`src/rtl/lzfd_pkg.sv`:
```
// shared types and constants of the lzss flag-byte decompressor
// used by every module under rtl except lzfd_ram; depends on nothing

package lzfd_pkg;

  localparam int unsigned WinDepth    = 4096;
  localparam int unsigned WinAw       = $clog2(WinDepth);
  localparam int unsigned HeaderBytes = 4;
  localparam int unsigned HdrIdxW     = 3;
  localparam int unsigned HdrLenIdx   = 1;
  localparam int unsigned MinMatch    = 3;
  localparam int unsigned FlagBits    = 8;
  localparam int unsigned FlagPosW    = 4;
  localparam int unsigned LenW        = 5;
  localparam int unsigned MaxMatch    = 15 + MinMatch;
  localparam int unsigned QueueDepth  = 2;

  typedef struct packed {
    logic [7:0] in_byte;
    logic       frame_start;
  } in_t;

  typedef struct packed {
    logic [7:0] out_byte;
    logic       run_last;
    logic       frame_done;
    logic [7:0] bytes_out;
  } out_t;

  typedef enum logic {
    TokLiteral,
    TokMatch
  } tok_e;

  // arg: literal byte in the low bits, or the 12-bit distance field
  typedef struct packed {
    tok_e             kind;
    logic [WinAw-1:0] arg;
    logic [LenW-1:0]  len;
    logic [7:0]       base;
    logic [7:0]       target;
  } cmd_t;

  typedef enum logic [1:0] {
    BkClear,
    BkIdle,
    BkRun
  } bk_state_e;

endpackage

```
`src/rtl/lzfd_queue.sv`:
```
// small command queue between front end and copy engine
// depends on lzfd_pkg

module lzfd_queue import lzfd_pkg::*; (
  input  logic clk_i,
  input  logic rst_ni,
  input  logic push_i,
  input  cmd_t cmd_i,
  output logic full_o,
  input  logic pop_i,
  output logic valid_o,
  output cmd_t cmd_o
);

  localparam int unsigned PtrW = $clog2(QueueDepth);
  localparam int unsigned CntW = $clog2(QueueDepth + 1);

  cmd_t            slot_q [QueueDepth];
  logic [PtrW-1:0] wptr_q, rptr_q;
  logic [CntW-1:0] cnt_q;

  assign full_o  = (cnt_q == CntW'(QueueDepth));
  assign valid_o = (cnt_q != '0);
  assign cmd_o   = slot_q[rptr_q];

  always_ff @(posedge clk_i) begin
    if (push_i) begin
      slot_q[wptr_q] <= cmd_i;
    end
  end

  always_ff @(posedge clk_i or negedge rst_ni) begin
    if (!rst_ni) begin
      wptr_q <= '0;
      rptr_q <= '0;
      cnt_q  <= '0;
    end else begin
      if (push_i) begin
        wptr_q <= (wptr_q == PtrW'(QueueDepth - 1)) ? '0 : wptr_q + 1'b1;
      end
      if (pop_i) begin
        rptr_q <= (rptr_q == PtrW'(QueueDepth - 1)) ? '0 : rptr_q + 1'b1;
      end
      if (push_i && !pop_i) begin
        cnt_q <= cnt_q + 1'b1;
      end else if (pop_i && !push_i) begin
        cnt_q <= cnt_q - 1'b1;
      end
    end
  end

endmodule

```
`config.mk`:
```
export PLATFORM = sky130hd
export DESIGN_NAME = lzfd_queue
export DESIGN_NICKNAME = d
export VERILOG_FILES = /design/src/rtl/lzfd_pkg.sv /design/src/rtl/lzfd_queue.sv
export SDC_FILE = /design/constraint.sdc
export NUM_CORES = 1
export LEC_CHECK = 0
export ABC_CLOCK_PERIOD_IN_PS = 4000
export BUFFER_PORTS_ARGS = -buffer_cell sky130_fd_sc_hd__buf_4
export CAP_MARGIN = 25
export CORE_MARGIN = 10
export CORE_UTILIZATION = 40
export DETAILED_ROUTE_END_ITERATION = 7
export PLACE_DENSITY = 0.72
export SLEW_MARGIN = 20
export SYNTH_ARGS = -nofsm -noshare
export SYNTH_HDL_FRONTEND = slang
export SYNTH_SLANG_ARGS = --single-unit
```
`constraint.sdc`:
```
create_clock -name clk_i -period 4 [get_ports clk_i]
set_clock_uncertainty 0.05 [all_clocks]
set_input_delay 0.2 -clock clk_i [delete_from_list [all_inputs] [get_ports clk_i]]
set_output_delay 0.2 -clock clk_i [all_outputs]
set_load 0.02 [all_outputs]
```
* Word level (Yosys, flattened, before mapping)
Memory sizes are Yosys's and may differ from the RTL's.
Index checks and enable logic that the tools add are counted.
** Cells by class
- Equality and inequality tests :: 1
- $add $sub $neg :: 4
- Multiplexer cells :: 6
- Reductions and logical operators :: 6
** Operators with widths (number)
- 1-bit two-way mux :: 4
- 2-bit two-way mux :: 2
- 2-bit nonzero test :: 2
- 1-bit adder (second input constant) :: 2
- 2-bit by 1-bit adder with 2-bit output (second input constant) :: 1
- 2-bit equality test (second input constant) :: 1
- 1-bit logical AND :: 2
- 1-bit logical NOT :: 2
- 2-bit by 1-bit subtractor with 2-bit output (second input constant) :: 1
** Storage, ports and cells
- Flip-flop bits (word level) :: 4
- Bits in writable memories :: 68
- Output and inout port bits :: 36
- Memories :: 1
- Word-level logic and storage cells :: 21
- Bits of input ports :: 38
** Memory list
- slot_q :: words 2, bits a word 34, rd ports 1, clocked after Yosys merged registers in 0, write ports 1, RTL line lzfd_queue.sv:18 : cmd_t slot_q [QueueDepth];

* Logic depth before layout (Yosys ltp)
- Depth after elaboration :: 4
- Depth in mapped cells :: 5
- Depth with buffers taken out :: 5

* Worst setup path before layout
No wires, ideal clock.
- Path kind :: reg2reg
- From :: register wptr_q
- To :: memory slot_q[0][0] (netlist bit) (enable)
- Path slack :: 1.591 ns
- Required time :: 3.521 ns
- Data arrival time :: 1.930 ns
- Setup time :: 0.429 ns
- Cell stages (with the launch flop) :: 2
- Path buffers :: 0
- Clock period less this slack :: 2.409 ns
- Cell sequence :: dfrtp_1 nor2b_1
** RTL lines
- start: declaration :: RTL line lzfd_queue.sv:19 : logic [PtrW-1:0] wptr_q, rptr_q;
- start signal: assignment :: RTL line lzfd_queue.sv:39 : wptr_q <= (wptr_q == PtrW'(QueueDepth - 1)) ? '0 : wptr_q + 1'b1;
- end: declaration :: RTL line lzfd_queue.sv:18
Straight into the memory's write port.

==> impl_metrics.toml <==
[yosys]
synthTopCellsByArea = "edfxtp_1, mux2_4, dfrtp_1"
syn_avg_cell_area_um2 = 22.9
syn_inst = 122
yosysSeqAreaShare_pct = 76.7
syn_nets = 161
synth_top_area_share_pct = 73.1
syn_area_mm2 = 0.00279
synth.distinct_cells = 14
ys_warn_count = 0
ys_seq_elements = 72
synth_top_cell_by_area = "edfxtp_1"

[die]
die_width_um = 104
rows = 30
core_mm2 = 0.00679
die_area_mm2 = 0.0107
fp.dieH_um = 104
start_util_pct = 41.1
ios = 74

[global_route]
top_usage_layer = "met2"
antenna_found_initial = 0
grt_max_degree = 36
overflow = 0
grt_pass1_vias = 1706
grt_usage_pct = 10.6
grt_pass1_wl_um = 8870
gr-usage-met3_pct = 6.57
use_met2_pct = 16.7
met1_usage_pct = 11.5

[layout]
fin_util_pct = 59.7
nFillCells = 498
final_common_cell = "buf_4"
fin_area_mm2 = 0.00405
area_delta_synth_final_pct = 45.1
fin_nets = 280
drive_gt1_share_pct = 51.6
diodes = 0
layout_common_cells = "buf_4, edfxtp_1, dlygate4sd3_1"
fin_cells = 342

[clock_tree]
cts_buffers = 9
cts_num_sinks = 72
htreeDepth = 3
cts_root_buffer = "clkbuf_8"
clockBufferDepth = 2
cts_resized = 0
cts_tree = "yes"
clk_latency_ns = 0.34
clkTransAtPathRegs_ns = 0.08

[setup_path]
endpoint_kind = "output port"
cp_max_fo = 21
r2r_end = "slot_q[1][1]$_DFFE_PP_"
crit_family = "flip-flops"
cp.depth = 3
crit_chain = "buf_12 > mux2_2 > buf_4"
path_buf_inv = 2
r2r_slack_ns = 2.39
cpMaxStageDelayCell = "dfrtp_2"
critPathLaunchType = "flip-flop"
max_stage_delay_ns = 0.67
required_ns = 3.75
worstSetupPathType = "flip-flop to output port"
worstRegToRegCells = 1
reg2reg_from = "wptr_q$_DFFE_PN0P_"
critPathArrivalTime_ns = 1.80

[sta]
period_share_pct = 51.2
hold_viol_final = 0
fin_crit_ns = 2.05
setup_viol = 0
slew_violations = 0
rsz0062_at_grt = "false"
worst_pin_slew_ns = 0.824
max_slew_margin_pct = 45.0
max_freq_mhz = 488
setup_tns_ns = 0

[run_status]
outcome = "completed"

[power]
p_comb_share_pct = 36.1
p_switching_mw = 0.819
p_int_mw = 1.94
pwr-share-clk_pct = 24.1
seqPwrFrac_pct = 39.7
power.share.switching_pct = 29.7
power_density_mw_per_mm2 = 680
p_leak_nw = 1.63
ir_drop_uv = 489
finalPower_mw = 2.76

[place]
placement.io_buffers = 73
dp_cells = 287
gp_congestion = 0.620
placed_area_mm2 = 0.00340

[job]
max_cap_violations = 0

[routing]
first_pass_iters = 4
post_drt_wl_per_cell_um = 16.3
drtIter0Drc = 57
via_per_inst = 4.25
ant_nets = 0
drc = 0
totalWireLength_um = 5560
num_vias = 1455

[hold_path]
hold_path.class = "input pin to async pin"
==> sequential cells by signal, indices dropped and copies added, names as in the netlist <==
register / cells
slot_q: 68
cnt_q: 2
rptr_q: 1
wptr_q: 1
==> metrics by stage <==
step	hold slack [ns]	worst slack, ns
floorplan	-0.146	1.59
global placement	-0.0490	2.09
detailed placement	-0.0450	2.09
CTS	0.125	1.70
global route	0.122	1.86
finish	0.149	1.95
==> layout make-up <==
cell class	count	area, um^2	area share, %
sequential	72	2140	52.9
timing repair buffer	112	966	23.8
multi-input combinational	45	586	14.4
clock buffer	9	124	3.06
tap	96	120	2.96
clock inverter	7	110	2.72
inverter	1	3.75	0.0926
==> synth_stat cells (all sizes together) <==
| cell type | n |
|---|---|
| nor2 | 1 |
| or2 | 1 |
| edfxtp | 68 |
| xor2 | 4 |
| buf | 4 |
| ha | 1 |
| dfrtp | 4 |
| and2 | 1 |
| nor2b | 2 |
| inv | 1 |
| mux2 | 34 |
| xnor2 | 1 |
==> logic make-up (layout without fill, tap and decap cells) <==
logic type               after synthesis  count (layout)  share of synthesized area, %
XOR/XNOR                               5               5                          1.57
flip-flops                            72              72                          76.7
buffers and inverters                  5             129                          2.69
adder cells (fa/ha/maj)                1               1                         0.448
AND/OR/NAND/NOR                        5               5                          1.03
multiplexers                          34              34                          17.6
==> routing by layer <==
metal,vias to the layer above,part of all wire [%]
met5,-,0
met1,678,41
li1,710,-
met2,65,48
met4,0,0.38
met3,2,10
==> power groups by stage <==
stage,clock (mW),sequential (mW),combinational (mW)
global route,0.716,1.12,1.06
global placement,0,1.16,0.891
CTS,0.677,1.15,0.929
floorplan,0,1.06,0.712
detailed placement,0,1.17,0.897
finish,0.665,1.10,0.995
==> how the worst max path moves through the flow <==
stage                  startpoint                endpoint  slack (ns)
2_1_floorplan  wptr_q$_DFFE_PN0P_  slot_q[0][0]$_DFFE_PP_        1.59
3_3_place_gp   rptr_q$_DFFE_PN0P_               cmd_o[19]        2.09
3_5_place_dp   rptr_q$_DFFE_PN0P_               cmd_o[13]        2.09
4_1_cts        rptr_q$_DFFE_PN0P_               cmd_o[13]        1.70
5_1_grt        rptr_q$_DFFE_PN0P_               cmd_o[13]        1.86
6_report       rptr_q$_DFFE_PN0P_               cmd_o[13]        1.95
==> what timing repair did <==
item                      CTS  global route
hold endpoints to repair   74             0
buffers inserted            0             0
hold buffers               37             0
(Power assumes the default switching activity.)
