`src/rtl/lzfd_pkg.sv`:
```
// shared types and constants of the lzss flag-byte decompressor
// used by every module under rtl except lzfd_ram; depends on nothing

package lzfd_pkg;

  localparam int unsigned WinDepth    = 4096;
  localparam int unsigned WinAw       = $clog2(WinDepth);
  localparam int unsigned HeaderBytes = 4;
  localparam int unsigned HdrIdxW     = 3;
  localparam int unsigned HdrLenIdx   = 1;
  localparam int unsigned MinMatch    = 3;
  localparam int unsigned FlagBits    = 8;
  localparam int unsigned FlagPosW    = 4;
  localparam int unsigned LenW        = 5;
  localparam int unsigned MaxMatch    = 15 + MinMatch;
  localparam int unsigned QueueDepth  = 2;

  typedef struct packed {
    logic [7:0] in_byte;
    logic       frame_start;
  } in_t;

  typedef struct packed {
    logic [7:0] out_byte;
    logic       run_last;
    logic       frame_done;
    logic [7:0] bytes_out;
  } out_t;

  typedef enum logic {
    TokLiteral,
    TokMatch
  } tok_e;

  // arg: literal byte in the low bits, or the 12-bit distance field
  typedef struct packed {
    tok_e             kind;
    logic [WinAw-1:0] arg;
    logic [LenW-1:0]  len;
    logic [7:0]       base;
    logic [7:0]       target;
  } cmd_t;

  typedef enum logic [1:0] {
    BkClear,
    BkIdle,
    BkRun
  } bk_state_e;

endpackage

```
`src/rtl/lzfd_front.sv`:
```
// front end: header, flag and token parsing, output length bookkeeping
// depends on lzfd_pkg; pushes one command per literal or match

module lzfd_front import lzfd_pkg::*; (
  input  logic clk_i,
  input  logic rst_ni,
  input  logic in_valid_i,
  output logic in_ready_o,
  input  in_t  in_i,
  input  logic hold_i,
  input  logic full_i,
  output logic push_o,
  output cmd_t cmd_o
);

  logic [HdrIdxW-1:0]  hdr_q, hdr_d;
  logic [7:0]          tgt_q, tgt_d;
  logic [7:0]          cnt_q, cnt_d;
  logic [7:0]          flags_q, flags_d;
  logic [FlagPosW-1:0] fpos_q, fpos_d;
  logic [7:0]          mfb_q, mfb_d;
  logic                aw_q, aw_d;

  logic                accept;
  logic [HdrIdxW-1:0]  hdr_e;
  logic [7:0]          cnt_e;
  logic [FlagPosW-1:0] fpos_e;
  logic [7:0]          mfb_e;
  logic                aw_e;
  logic [LenW-1:0]     mlen;
  logic [7:0]          remain;
  logic [LenW-1:0]     elen;
  logic                flag_bit;

  assign in_ready_o = !full_i && !hold_i;
  assign accept     = in_valid_i && in_ready_o;

  // frame start aborts the frame in progress
  always_comb begin
    hdr_e  = in_i.frame_start ? '0 : hdr_q;
    cnt_e  = in_i.frame_start ? '0 : cnt_q;
    fpos_e = in_i.frame_start ? FlagPosW'(FlagBits) : fpos_q;
    mfb_e  = in_i.frame_start ? '0 : mfb_q;
    aw_e   = in_i.frame_start ? 1'b0 : aw_q;
  end

  assign flag_bit = flags_q[~fpos_e[2:0]];
  assign mlen     = LenW'({1'b0, mfb_e[7:4]}) + LenW'(MinMatch);
  assign remain   = tgt_q - cnt_e;
  assign elen     = (8'(mlen) < remain) ? mlen : remain[LenW-1:0];

  always_comb begin
    hdr_d   = hdr_q;
    tgt_d   = tgt_q;
    cnt_d   = cnt_q;
    flags_d = flags_q;
    fpos_d  = fpos_q;
    mfb_d   = mfb_q;
    aw_d    = aw_q;
    push_o  = 1'b0;
    cmd_o   = '{kind: TokLiteral, arg: WinAw'(in_i.in_byte), len: LenW'(1),
                base: cnt_e, target: tgt_q};
    if (accept) begin
      hdr_d  = hdr_e;
      cnt_d  = cnt_e;
      fpos_d = fpos_e;
      mfb_d  = mfb_e;
      aw_d   = aw_e;
      priority if (hdr_e < HdrIdxW'(HeaderBytes)) begin
        if (hdr_e == HdrIdxW'(HdrLenIdx)) begin
          tgt_d = in_i.in_byte;
        end
        hdr_d = hdr_e + 1'b1;
      end else if (cnt_e == tgt_q) begin
        // frame done, byte dropped
      end else if (fpos_e >= FlagPosW'(FlagBits)) begin
        flags_d = in_i.in_byte;
        fpos_d  = '0;
      end else if (!flag_bit) begin
        push_o = 1'b1;
        cnt_d  = cnt_e + 1'b1;
        fpos_d = fpos_e + 1'b1;
      end else if (!aw_e) begin
        mfb_d = in_i.in_byte;
        aw_d  = 1'b1;
      end else begin
        push_o     = 1'b1;
        cmd_o.kind = TokMatch;
        cmd_o.arg  = {mfb_e[3:0], in_i.in_byte};
        cmd_o.len  = elen;
        cnt_d      = cnt_e + 8'(elen);
        aw_d       = 1'b0;
        fpos_d     = fpos_e + 1'b1;
      end
    end
  end

  always_ff @(posedge clk_i or negedge rst_ni) begin
    if (!rst_ni) begin
      hdr_q   <= '0;
      tgt_q   <= '0;
      cnt_q   <= '0;
      flags_q <= '0;
      fpos_q  <= FlagPosW'(FlagBits);
      mfb_q   <= '0;
      aw_q    <= 1'b0;
    end else begin
      hdr_q   <= hdr_d;
      tgt_q   <= tgt_d;
      cnt_q   <= cnt_d;
      flags_q <= flags_d;
      fpos_q  <= fpos_d;
      mfb_q   <= mfb_d;
      aw_q    <= aw_d;
    end
  end

  a_push_len: assert property (@(posedge clk_i) disable iff (!rst_ni)
    push_o |-> (cmd_o.len != '0) && (cmd_o.len <= LenW'(MaxMatch)))
    else $error("command with bad length");

  a_count_cap: assert property (@(posedge clk_i) disable iff (!rst_ni)
    (hdr_q == HdrIdxW'(HeaderBytes)) |-> (cnt_q <= tgt_q))
    else $error("output count passed expected length");

endmodule

```
`config.mk`:
```
export PLATFORM = sky130hd
export DESIGN_NAME = lzfd_front
export DESIGN_NICKNAME = d
export VERILOG_FILES = /design/src/rtl/lzfd_pkg.sv /design/src/rtl/lzfd_front.sv
export SDC_FILE = /design/constraint.sdc
export NUM_CORES = 1
export LEC_CHECK = 0
export BUFFER_PORTS_ARGS = -buffer_cell sky130_fd_sc_hd__buf_4
export CELL_PAD_IN_SITES_DETAIL_PLACEMENT = 1
export CELL_PAD_IN_SITES_GLOBAL_PLACEMENT = 2
export CORE_MARGIN = 4
export CORE_UTILIZATION = 35
export CTS_BUF_LIST = sky130_fd_sc_hd__clkbuf_8 sky130_fd_sc_hd__clkbuf_16
export CTS_CLUSTER_SIZE = 14
export DETAILED_ROUTE_END_ITERATION = 10
export HOLD_SLACK_MARGIN = 0.05
export PLACE_DENSITY = 0.82
export SLEW_MARGIN = 40
export SYNTH_ARGS = -nofsm -noshare
export SYNTH_HDL_FRONTEND = slang
export SYNTH_SLANG_ARGS = --single-unit
```
`constraint.sdc`:
```
create_clock -name clk_i -period 7.7 [get_ports clk_i]
set_input_delay 2.31 -clock clk_i [delete_from_list [all_inputs] [get_ports clk_i]]
set_output_delay 2.31 -clock clk_i [all_outputs]
set_load 0.1 [all_outputs]
```
# Yosys cells after proc, flatten, opt, wreduce, memory -nomap -nowiden
# Index checks and enable logic that the tools add are counted.
[word_totals] ram_bits=0 memories=0 romBits=0 latch_bits=0 reg_bits=40 input_bits=14 wordCells=69 out_inout_bits=36
[op_classes] n_shift=0 n_addsub=6 eq_ne=2 magnitude_cmp=4 n_reduce_logical=6 n_div=0 muxes=41 bitwise=3 multipliers=0
[op_table] cell="2-to-1 mux 18 bit" n=6
[op_table] cell="2-to-1 mux 8 bit" n=12
[op_table] cell="2-to-1 mux 4 bit" n=6
[op_table] cell="2-to-1 mux 1 bit" n=13
[op_table] cell="adder 8 x 1 -> 8 bit (second input constant)" n=1
[op_table] cell="adder 8 x 5 -> 8 bit" n=1
[op_table] cell="equality test 8 bit" n=1
[op_table] cell="less-than comparator 5 x 8 -> 1 bit" n=1
[op_table] cell="subtractor 8 bit" n=1
[op_table] cell="2-to-1 mux 3 bit" n=2
[op_table] cell="adder 4 x 2 -> 5 bit (second input constant)" n=1
[op_table] cell="2-to-1 mux 5 bit" n=1
[op_table] cell="adder 4 x 1 -> 4 bit (second input constant)" n=1
[op_table] cell=">= comparator 4 bit (second input constant)" n=1
[op_table] cell="less-than comparator 3 x 4 -> 1 bit (second input constant)" n=1
[op_table] cell="AND reduction 4 bit" n=1
[op_table] cell="adder 3 x 1 -> 3 bit (second input constant)" n=1
[op_table] cell="binary-select mux 1 bit (select 3 bit)" n=1
[op_table] cell="equality test 3 x 1 -> 1 bit (second input constant)" n=1
[op_table] cell="less-than comparator 3 bit (second input constant)" n=1
[op_table] cell="inverter 3 bit" n=1
[op_table] cell="AND reduction 3 bit" n=1
[op_table] cell="logical AND 1 bit" n=2
[op_table] cell="zero test 1 bit" n=2
[op_table] cell="inverter 1 bit" n=2

# Depth between registers and ports, before layout
# Gate-level depths: netlist of the first run.
[depth] depth_word=10 ltp_mapped=23 mapped_depth_nobuf=21

# Worst setup path before layout of the first run
# Ideal clock, no wire load.
[synth_path] path_kind="input port to output port" from="input port in_i[0] in the netlist's numbering" to="output port cmd_o[18] in the netlist's numbering" setup_slack_ps=-3037 stages=15 arrival_ps=8427 path_cell_list="buf_2 > clkbuf_1 > nor2b_1 > ha_1 > inv_1 > fa_1 > nand3_1 > nand2_1 > xor2_1 > inv_1 > ha_1 > nand2_1 > o21ai_0 > a21oi_1 > a211oi_1"
[synth_lines] item="start, declared" line_no="lzfd_front.sv:9" text="input in_t in_i,"
[synth_lines] item="end, declared" line_no="lzfd_front.sv:13" text="output cmd_t cmd_o"

==> impl_metrics.csv, run 1 <==
group,metric,value,unit
power_and_ir_drop,irDropWorstVdd,0.183,mV
grt,grt_use_met1,0.253,
worst_setup_path,crit_path_cell_trace,"buf_4 -> nor2b_4 -> ha_2 -> inv_1 -> fa_2 -> nand3_2 -> nand2_2 -> xor2_1 -> inv_1 -> ha_4 -> nand2_2 -> o21ai_2 -> nand3_1 -> a21oi_4 -> buf_4",
timing,fin_crit,7.47,ns
timing,slew_headroom,0.509,
timing,slew_viol_final,0,
power_and_ir_drop,total_power,1.06,mW
grt,grt_use_met2,0.322,
outcome,status,"finished clean",
timing,fin_hold_ws,0.502,ns
cts,holdBufCountCts,0,
timing,rsz0062_at_grt,"no",
worst_setup_path,cp_max_fo,10,
power_and_ir_drop,p_leak,1.73,nW
power_and_ir_drop,seqPwrFrac,0.274,
cells_and_area,nNetsFinal,420,
route,dr.pass1.iters,4,
cells_and_area,syn_to_final_growth,22.3,%
floorplanning,start_util,0.357,
place,gp_congestion,0.781,
floorplanning,core_area,0.00868,sq mm
floorplanning,die_w,102,um
cts,path_clk_slew,0.08,ns
cts,clockRootBuffer,"clkbuf_8",
floorplanning,die_area,0.0104,sq mm
yosys,synth_area_leaders,"dfrtp_1 (32%), ha_1 (10%), mux2_2 (5.8%)",
cts,cts_tree,"built",
place,hpwl,7400,um
timing,finalSetupViolCount,0,
power_and_ir_drop,p_per_area,279,mW/mm^2
floorplanning,rows,34,
worst_setup_path,cp-end-kind,"primary output",
yosys,syn_area,0.00310,sq mm
worst_setup_path,rrSetupSlack,2.96,ns
worst_setup_path,path_buf_inv,4,
timing,worstMarginPinSlew,0.731,ns
grt,grt.total_usage,0.190,
cells_and_area,final_cells,488,
grt,grt_pass1_vias,2911,
cts,post_cts_buffers,0,
yosys,yosys_warnings,0,
grt,grtUsageMet3,0.0246,
worst_setup_path,cp-start-kind,"input port",
timing,final-hold-violation-count,0,
yosys,synth_top_area_frac,0.315,
cts,clk-insertion-delay-late,0.30,ns
yosys,synth_commonest_cells,"dfrtp_1 (39), nand2_1 (30), ha_1 (25)",
route,drtIter0Drc,80,
worst_setup_path,critPathTopFamily,"adder cells",
timing,finalCritPeriodShare,0.970,
power_and_ir_drop,comb_power_share,0.563,
cts,ctsLongestPathBuffers,2,
timing,fin_ws,0.232,ns
min_path,hold_path_class,"flop to flop",
yosys,synth_cell_type_count,60,
worst_setup_path,max_stage_delay,0.40,ns
grt,overflow,0,
route,via_count,2711,
yosys,yosysSeqAreaShare,0.324,
route,drc,0,
timing,fmax,134,MHz
yosys,synth_seq_cells,40,
place,port_buffers,49,
yosys,syn_inst,336,
cells_and_area,num_antenna_cells,0,
grt,grt_pass1_wl,15400,um
cts,htreeDepth,2,
yosys,async_flop_share,1.00,
route,wl_per_cell,19.0,um
cts,clock-sinks,40,
floorplanning,die_y,102,um
place,place_ws,0.234,ns
flow_run,drv_cap,0,
grt,grt_max_degree,41,
power_and_ir_drop,swShare,0.497,
grt,busiest_layer,"met2",
power_and_ir_drop,internal_power,533,uW
yosys,synth_top_area_cell,"dfrtp_1",
floorplanning,io_pins,50,
worst_setup_path,worstPathArrival,5.16,ns
cells_and_area,layout-drive-gt1-share,0.311,
cts,cts_made_buffers,5,
yosys,synth_edf_count,0,
route,viasPerCell,5.56,
cts,ctsResizeCount,0,
power_and_ir_drop,p_sw,526,uW
route,postRouteAntennaNets,0,
yosys,ys.flop_type,"dfrtp_1",
yosys,synth_most_common_cell,"dfrtp_1",
timing,fin_skew,0.0135,ns
worst_setup_path,path_class,"input port to primary output",
route,drt_wl_total,9250,um
grt,antenna_found_initial,0,
worst_setup_path,critPathRequiredTime,5.39,ns
timing,fin_setup_tns,0,ns
power_and_ir_drop,p_clk_frac,0.163,
yosys,syn_nets,377,
place,placed_cells,480,
worst_setup_path,critPathSlowestCell,"fa_2",
yosys,synth.avg_cell_area,9.22,sq um
cell usage in the layout, fill, tap and decap left out, types with 3 or more instances in the layout:
cell and n:
a21o_1 5, nor2_2 3, nand2b_1 10, nand3_1 10, xor2_1 3, dfrtp_1 39, o21ai_1 3, clkbuf_8 5
nand2_2 3, nor2b_1 5, a211oi_1 5, nor2_1 10, nor2b_4 3, and2_1 3, a21oi_1 15, mux2_2 16
a22o_1 9, and3_1 10, inv_1 20, ha_1 23, buf_4 55, xnor2_1 4, nor3_1 6, a21oi_2 3
o21ai_0 15, nand2_1 27, o211ai_1 4, o21a_1 5
layer usage:
| metal | wire (um) | up-vias |
|---|---|---|
| met2 | 4460 | 45 |
| met4 | 188 | 0 |
| met1 | 4380 | 1341 |
| li1 | - | 1311 |
| met5 | 0 | - |
| met3 | 226 | 14 |
stage by stage:
stage,area [sq um],utilization
2_1_floorplan,3260,-
4_1_cts,3790,0.437
3_5_place_dp,3680,0.424
6_report,3790,0.437
5_1_grt,3790,0.437
3_3_place_gp,3680,0.424
path summary, 6_finish.rpt:
check | depth (start not counted) | end | startpoint
max | 15 | cmd_o[19] | in_i[0]
max in group asynchronous | 1 | mfb_q[5] | rst_ni
max reg2reg | 21 | cnt_q[6] | cnt_q[0]
min in group asynchronous | 1 | hdr_q[2] | rst_ni
min reg2reg | 2 | hdr_q[1] | hdr_q[1]
min | 2 | hdr_q[1] | hdr_q[1]
logic make-up (layout without fill, tap and decap cells):
group,after synthesis,after routing,synth area share
buffers and inverters,39,83,0.0610
XOR/XNOR,9,9,0.0279
flip-flops,40,40,0.324
multiplexers,19,19,0.0719
adder cells (fa/ha/maj),27,27,0.114
AND/OR/NAND/NOR,106,106,0.181
AO/OA/AOI/OAI,96,96,0.221
area by class of cell:
type,count,area [sq um]
inverter,20,75.1
clock inverter,3,42.5
timing repair buffer,55,413
fill,1027,4890
clock buffer,5,68.8
sequential,40,1000
multi-input combinational,257,2050
tap,108,135
flip-flops by register name, indices dropped and copies added, names as in the netlist:
signal / flops
aw_q: 1
cnt_q: 8
flags_q: 8
fpos_q: 4
hdr_q: 3
mfb_q: 8
tgt_q: 8
worst min-delay path: stages (launching register included):
cell	delay, ns
dfrtp_1	0.35
nand2_1	0.05
o21ai_0	0.06
power groups by stage:
stage	sequential (mW)	combinational, mW	clock [mW]
2_1_floorplan	0.430	0.327	0
3_3_place_gp	0.293	0.590	0
3_5_place_dp	0.295	0.597	0
4_1_cts	0.291	0.600	0.177
5_1_grt	0.296	0.644	0.188
6_report	0.290	0.596	0.173
Power figures use the tool's default switching activity.
==> inputs of run 2 (changes only) <==
- BUFFER_PORTS_ARGS: -buffer_cell sky130_fd_sc_hd__buf_4 -> unset
- DONT_BUFFER_PORTS: unset -> 1
- PLACE_DENSITY: 0.82 -> 0.74
- clock period: 7.7 -> 9.38 ns (I/O delays scaled with it)
==> impl_metrics.csv, run 2 (synthesized netlist as in run 1, its figures left out) <==
group,metric,value,unit
worst_setup_path,max_stage_delay,0.57,ns
grt,grt_pass1_wl,14700,um
cts,cts_made_buffers,5,
worst_setup_path,endpoint,"cmd_o[18]",
cells_and_area,layout_commonest_cell,"dfrtp_1",
cells_and_area,nNetsFinal,380,
grt,antenna_found_initial,0,
place,gp_congestion,0.846,
outcome,status,"finished clean",
timing,fmax,113,MHz
route,via_count,2590,
min_path,hold_path_class,"flop to flop",
grt,grt_max_degree,41,
cts,cts_tree,"built",
worst_setup_path,regToRegEndpoint,"cnt_q[6]",
timing,fin_setup_tns,0,ns
place,hpwl,7100,um
place,place_ws,0.584,ns
worst_setup_path,cp-start-kind,"input port",
cells_and_area,num_antenna_cells,0,
cts,path_clk_slew,0.09,ns
timing,slew_viol_final,0,
grt,grt_pass1_vias,2738,
floorplanning,die_area,0.0104,sq mm
route,drtIter0Drc,61,
timing,slew_headroom,0.420,
worst_setup_path,cp-startpoint,"in_i[0]",
route,drt_wl_total,8970,um
worst_setup_path,cp-end-kind,"primary output",
cts,clk-insertion-delay-late,0.30,ns
timing,fin_crit,8.82,ns
cts,holdBufCountCts,0,
timing,fin_ws,0.556,ns
timing,final-hold-violation-count,0,
place,dpl_cell_area,0.00344,sq mm
worst_setup_path,critPathSlowestCell,"nor2b_4",
cells_and_area,layout-drive-gt1-share,0.215,
cells_and_area,fill_cells,1010,
place,port_buffers,0,
route,dr.pass1.iters,4,
worst_setup_path,cp_max_fo,30,
worst_setup_path,r2r_cells,21,
timing,fin_skew,0.0102,ns
timing,worstMarginPinSlew,0.870,ns
route,drc,0,
cells_and_area,syn_to_final_growth,14.8,%
floorplanning,die_y,102,um
worst_setup_path,worstPathArrival,6.01,ns
worst_setup_path,rrSetupSlack,4.06,ns
power_and_ir_drop,irDropWorstVdd,0.171,mV
timing,rsz0062_at_grt,"no",
min_path,holdPathStages,2,
worst_setup_path,crit_path_cell_trace,"nor2b_4 -> ha_1 -> inv_1 -> fa_1 -> nand3_1 -> nand2_1 -> xor2_1 -> inv_1 -> ha_1 -> nand2_1 -> o21ai_1 -> a21oi_1 -> a211oi_4 -> buf_12",
floorplanning,io_pins,50,
worst_setup_path,r2r_start,"cnt_q[0]",
cts,clockRootBuffer,"clkbuf_8",
cts,clock-sinks,40,
cells_and_area,mostFrequentLayoutCells,"dfrtp_1 (31), nand2_1 (30), ha_1 (25), inv_1 (19), a21oi_1 (18)",
floorplanning,start_util,0.357,
timing,finalSetupViolCount,0,
worst_setup_path,path_class,"input port to primary output",
worst_setup_path,critPathRequiredTime,6.57,ns
cts,ctsLongestPathBuffers,2,
cells_and_area,final_area,0.00355,sq mm
cts,ctsResizeCount,0,
flow_run,drv_cap,0,
grt,grt.total_usage,0.180,
timing,finalCritPeriodShare,0.941,
floorplanning,die_w,102,um
route,viasPerCell,5.78,
route,postRouteAntennaNets,0,
grt,overflow,0,
floorplanning,core_area,0.00868,sq mm
cts,post_cts_buffers,0,
cts,htreeDepth,2,
power_and_ir_drop,p_leak,1.54,nW
floorplanning,rows,34,
power_and_ir_drop,p_per_area,224,mW/mm^2
route,wl_per_cell,20.0,um
run 2: changes by cell type in the layout (fill, tap and decap cells not counted), sizes merged:
cell / change
buf: -40
inv: +1
clkinv: -1
run 2: critical path: cells and delay by family:
family,cells,cell delay [ns]
AND/OR/NAND/NOR,4,0.84
AO/OA/AOI/OAI,3,0.84
XOR/XNOR,1,0.18
buffers and inverters,3,0.34
adder cells (fa/ha/maj),3,0.98
run 2: layer usage:
metal  global-route usage  vias up  routed length [um]
met3               0.0259       12                 322
met1                0.241     1309                4120
li1                     -     1231                   -
met4               0.0404        0                 110
met2                0.309       38                4420
met5                    0        -                   0
run 2: worst min-delay path by stage:
stage / from / endpoint
floorplan: hdr_q[1] / hdr_q[1]
global placement: hdr_q[1] / hdr_q[1]
detailed placement: hdr_q[1] / hdr_q[1]
CTS: hdr_q[1] / hdr_q[1]
global route: mfb_q[3] / mfb_q[3]
finish: hdr_q[1] / hdr_q[1]
run 2: area by class of cell:
type	instances	area, sq um	area share
timing repair buffer	15	238	0.0669
clock buffer	5	68.8	0.0194
multi-input combinational	257	1980	0.557
sequential	40	1010	0.285
clock inverter	3	46.3	0.0130
inverter	20	75.1	0.0211
tap	108	135	0.0380
run 2: where the power goes:
part | switching (mW) | internal [mW]
combinational | 0.164 | 0.115
clock | 0.0699 | 0.0803
sequential | 0.165 | 0.203
run 2: per-stage QoR:
stage	hold slack, ns	cells	util	power [mW]
after floorplan	0.450	336	-	0.593
after global placement	0.471	440	0.395	0.637
after detailed placement	0.477	440	0.396	0.652
after CTS	0.497	448	0.410	0.803
after global routing	0.520	448	0.410	0.844
final	0.487	448	0.410	0.798
==> inputs of run 3 (changes only) <==
- CORE_ASPECT_RATIO: unset -> 2
- CORE_MARGIN: 4 -> 1.5
==> impl_metrics.csv, run 3 (synthesized netlist as in run 1, its figures left out) <==
group,metric,value,unit
cells_and_area,syn_to_final_growth,15.3,%
worst_setup_path,worstPathArrival,6.03,ns
cts,ctsLongestPathBuffers,2,
route,viasPerCell,5.93,
power_and_ir_drop,p_per_area,231,mW/mm^2
timing,fin_crit,8.84,ns
route,wl_per_cell,21.7,um
min_path,holdPathStages,1,
timing,worstMarginPinSlew,0.871,ns
place,place_ws,0.560,ns
worst_setup_path,cp-end-kind,"primary output",
route,drtIter0Drc,93,
cts,cts_tree,"built",
worst_setup_path,path_class,"input port to primary output",
floorplanning,rows,48,
cells_and_area,mostFrequentLayoutCells,"dfrtp_1 (31), nand2_1 (30), ha_1 (25), inv_1 (20), a21oi_1 (18)",
worst_setup_path,r2r_cells,20,
cts,clock-sinks,40,
route,drc,0,
floorplanning,io_pins,50,
grt,overflow,0,
grt,grt_use_met1,0.204,
cells_and_area,layout-drive-gt1-share,0.209,
timing,fin_hold_ws,0.499,ns
route,dr.pass1.iters,4,
timing,rsz0062_at_grt,"no",
power_and_ir_drop,p_leak,1.55,nW
grt,grt_max_degree,41,
min_path,hold_path_class,"flop to flop",
floorplanning,start_util,0.361,
worst_setup_path,cp_max_fo,30,
power_and_ir_drop,irDropWorstVdd,0.135,mV
route,drt_wl_total,9550,um
timing,slew_viol_final,0,
worst_setup_path,critPathRequiredTime,6.57,ns
cts,cts_made_buffers,5,
timing,final-hold-violation-count,0,
cells_and_area,fill_cells,1009,
timing,fin_skew,0.00225,ns
route,postRouteAntennaNets,0,
timing,fin_ws,0.539,ns
timing,finalSetupViolCount,0,
power_and_ir_drop,total_power,824,uW
grt,antenna_found_initial,0,
outcome,status,"finished clean",
grt,grt_pass1_vias,2969,
timing,finalCritPeriodShare,0.943,
route,via_count,2607,
flow_run,drv_cap,0,
grt,grtUsageMet3,0.0311,
timing,fmax,113,MHz
place,gp_congestion,0.878,
timing,slew_headroom,0.419,
place,hpwl,7710,um
cells_and_area,num_antenna_cells,0,
worst_setup_path,cp-start-kind,"input port",
cts,htreeDepth,2,
place,port_buffers,0,
cts,path_clk_slew,0.06,ns
cells_and_area,seqCellArea,0.00101,sq mm
cts,post_cts_buffers,0,
grt,grt_use_met2,0.447,
worst_setup_path,rrSetupSlack,4.07,ns
floorplanning,die_area,0.00946,sq mm
grt,busiest_layer,"met2",
cts,holdBufCountCts,0,
cells_and_area,nNetsFinal,380,
cells_and_area,layout_commonest_cell,"dfrtp_1",
grt,grt.total_usage,0.215,
cts,ctsResizeCount,0,
cells_and_area,final_util,0.416,
timing,fin_setup_tns,0,ns
grt,grt_pass1_wl,15700,um
floorplanning,die_w,69.5,um
cts,clockRootBuffer,"clkbuf_16",
floorplanning,die_y,136,um
cells_and_area,multi_input_area,0.00198,sq mm
floorplanning,core_area,0.00859,sq mm
cts,clk-insertion-delay-late,0.29,ns
==> run 3: critical path: stages <==
cell	delay, ns
nor2b_4	0.56
ha_1	0.30
inv_1	0.06
fa_1	0.39
nand3_1	0.11
nand2_1	0.09
xor2_1	0.20
inv_1	0.06
ha_1	0.30
nand2_1	0.08
o21ai_1	0.33
a21oi_1	0.22
a211oi_4	0.29
buf_12	0.21
==> run 3: final timing paths <==
path	startpoint	to
max	in_i[0]	cmd_o[18]
min	mfb_q[1]	mfb_q[1]
max reg2reg	cnt_q[0]	cnt_q[6]
min reg2reg	mfb_q[1]	mfb_q[1]
max in group asynchronous	rst_ni	fpos_q[3]
min in group asynchronous	rst_ni	tgt_q[0]
==> run 3: metrics by stage <==
| stage | instances | cell area, sq um |
|---|---|---|
| after floorplan | 336 | 3170 |
| after global placement | 432 | 3420 |
| after detailed placement | 432 | 3430 |
| after CTS | 440 | 3570 |
| after global routing | 440 | 3570 |
| final | 440 | 3570 |
==> run 3: cell type report <==
type	count	area share
well taps	100	0.0350
flip-flops and latches	40	0.283
multi-input cells	257	0.554
clock buffers	5	0.0350
clock inverters	3	0.00456
inverters	20	0.0210
repair buffers	15	0.0666
==> run 3: metal layers <==
metal | up-vias | wire length (um)
li1 | 1224 | -
met1 | 1326 | 3280
met2 | 42 | 5820
met3 | 15 | 230
met4 | 0 | 221
met5 | - | 0
==> run 3: where the power goes <==
part           internal (mW)  switching [mW]
logic                  0.115           0.173
registers              0.204           0.164
clock network         0.0971          0.0704
total                  0.416           0.407
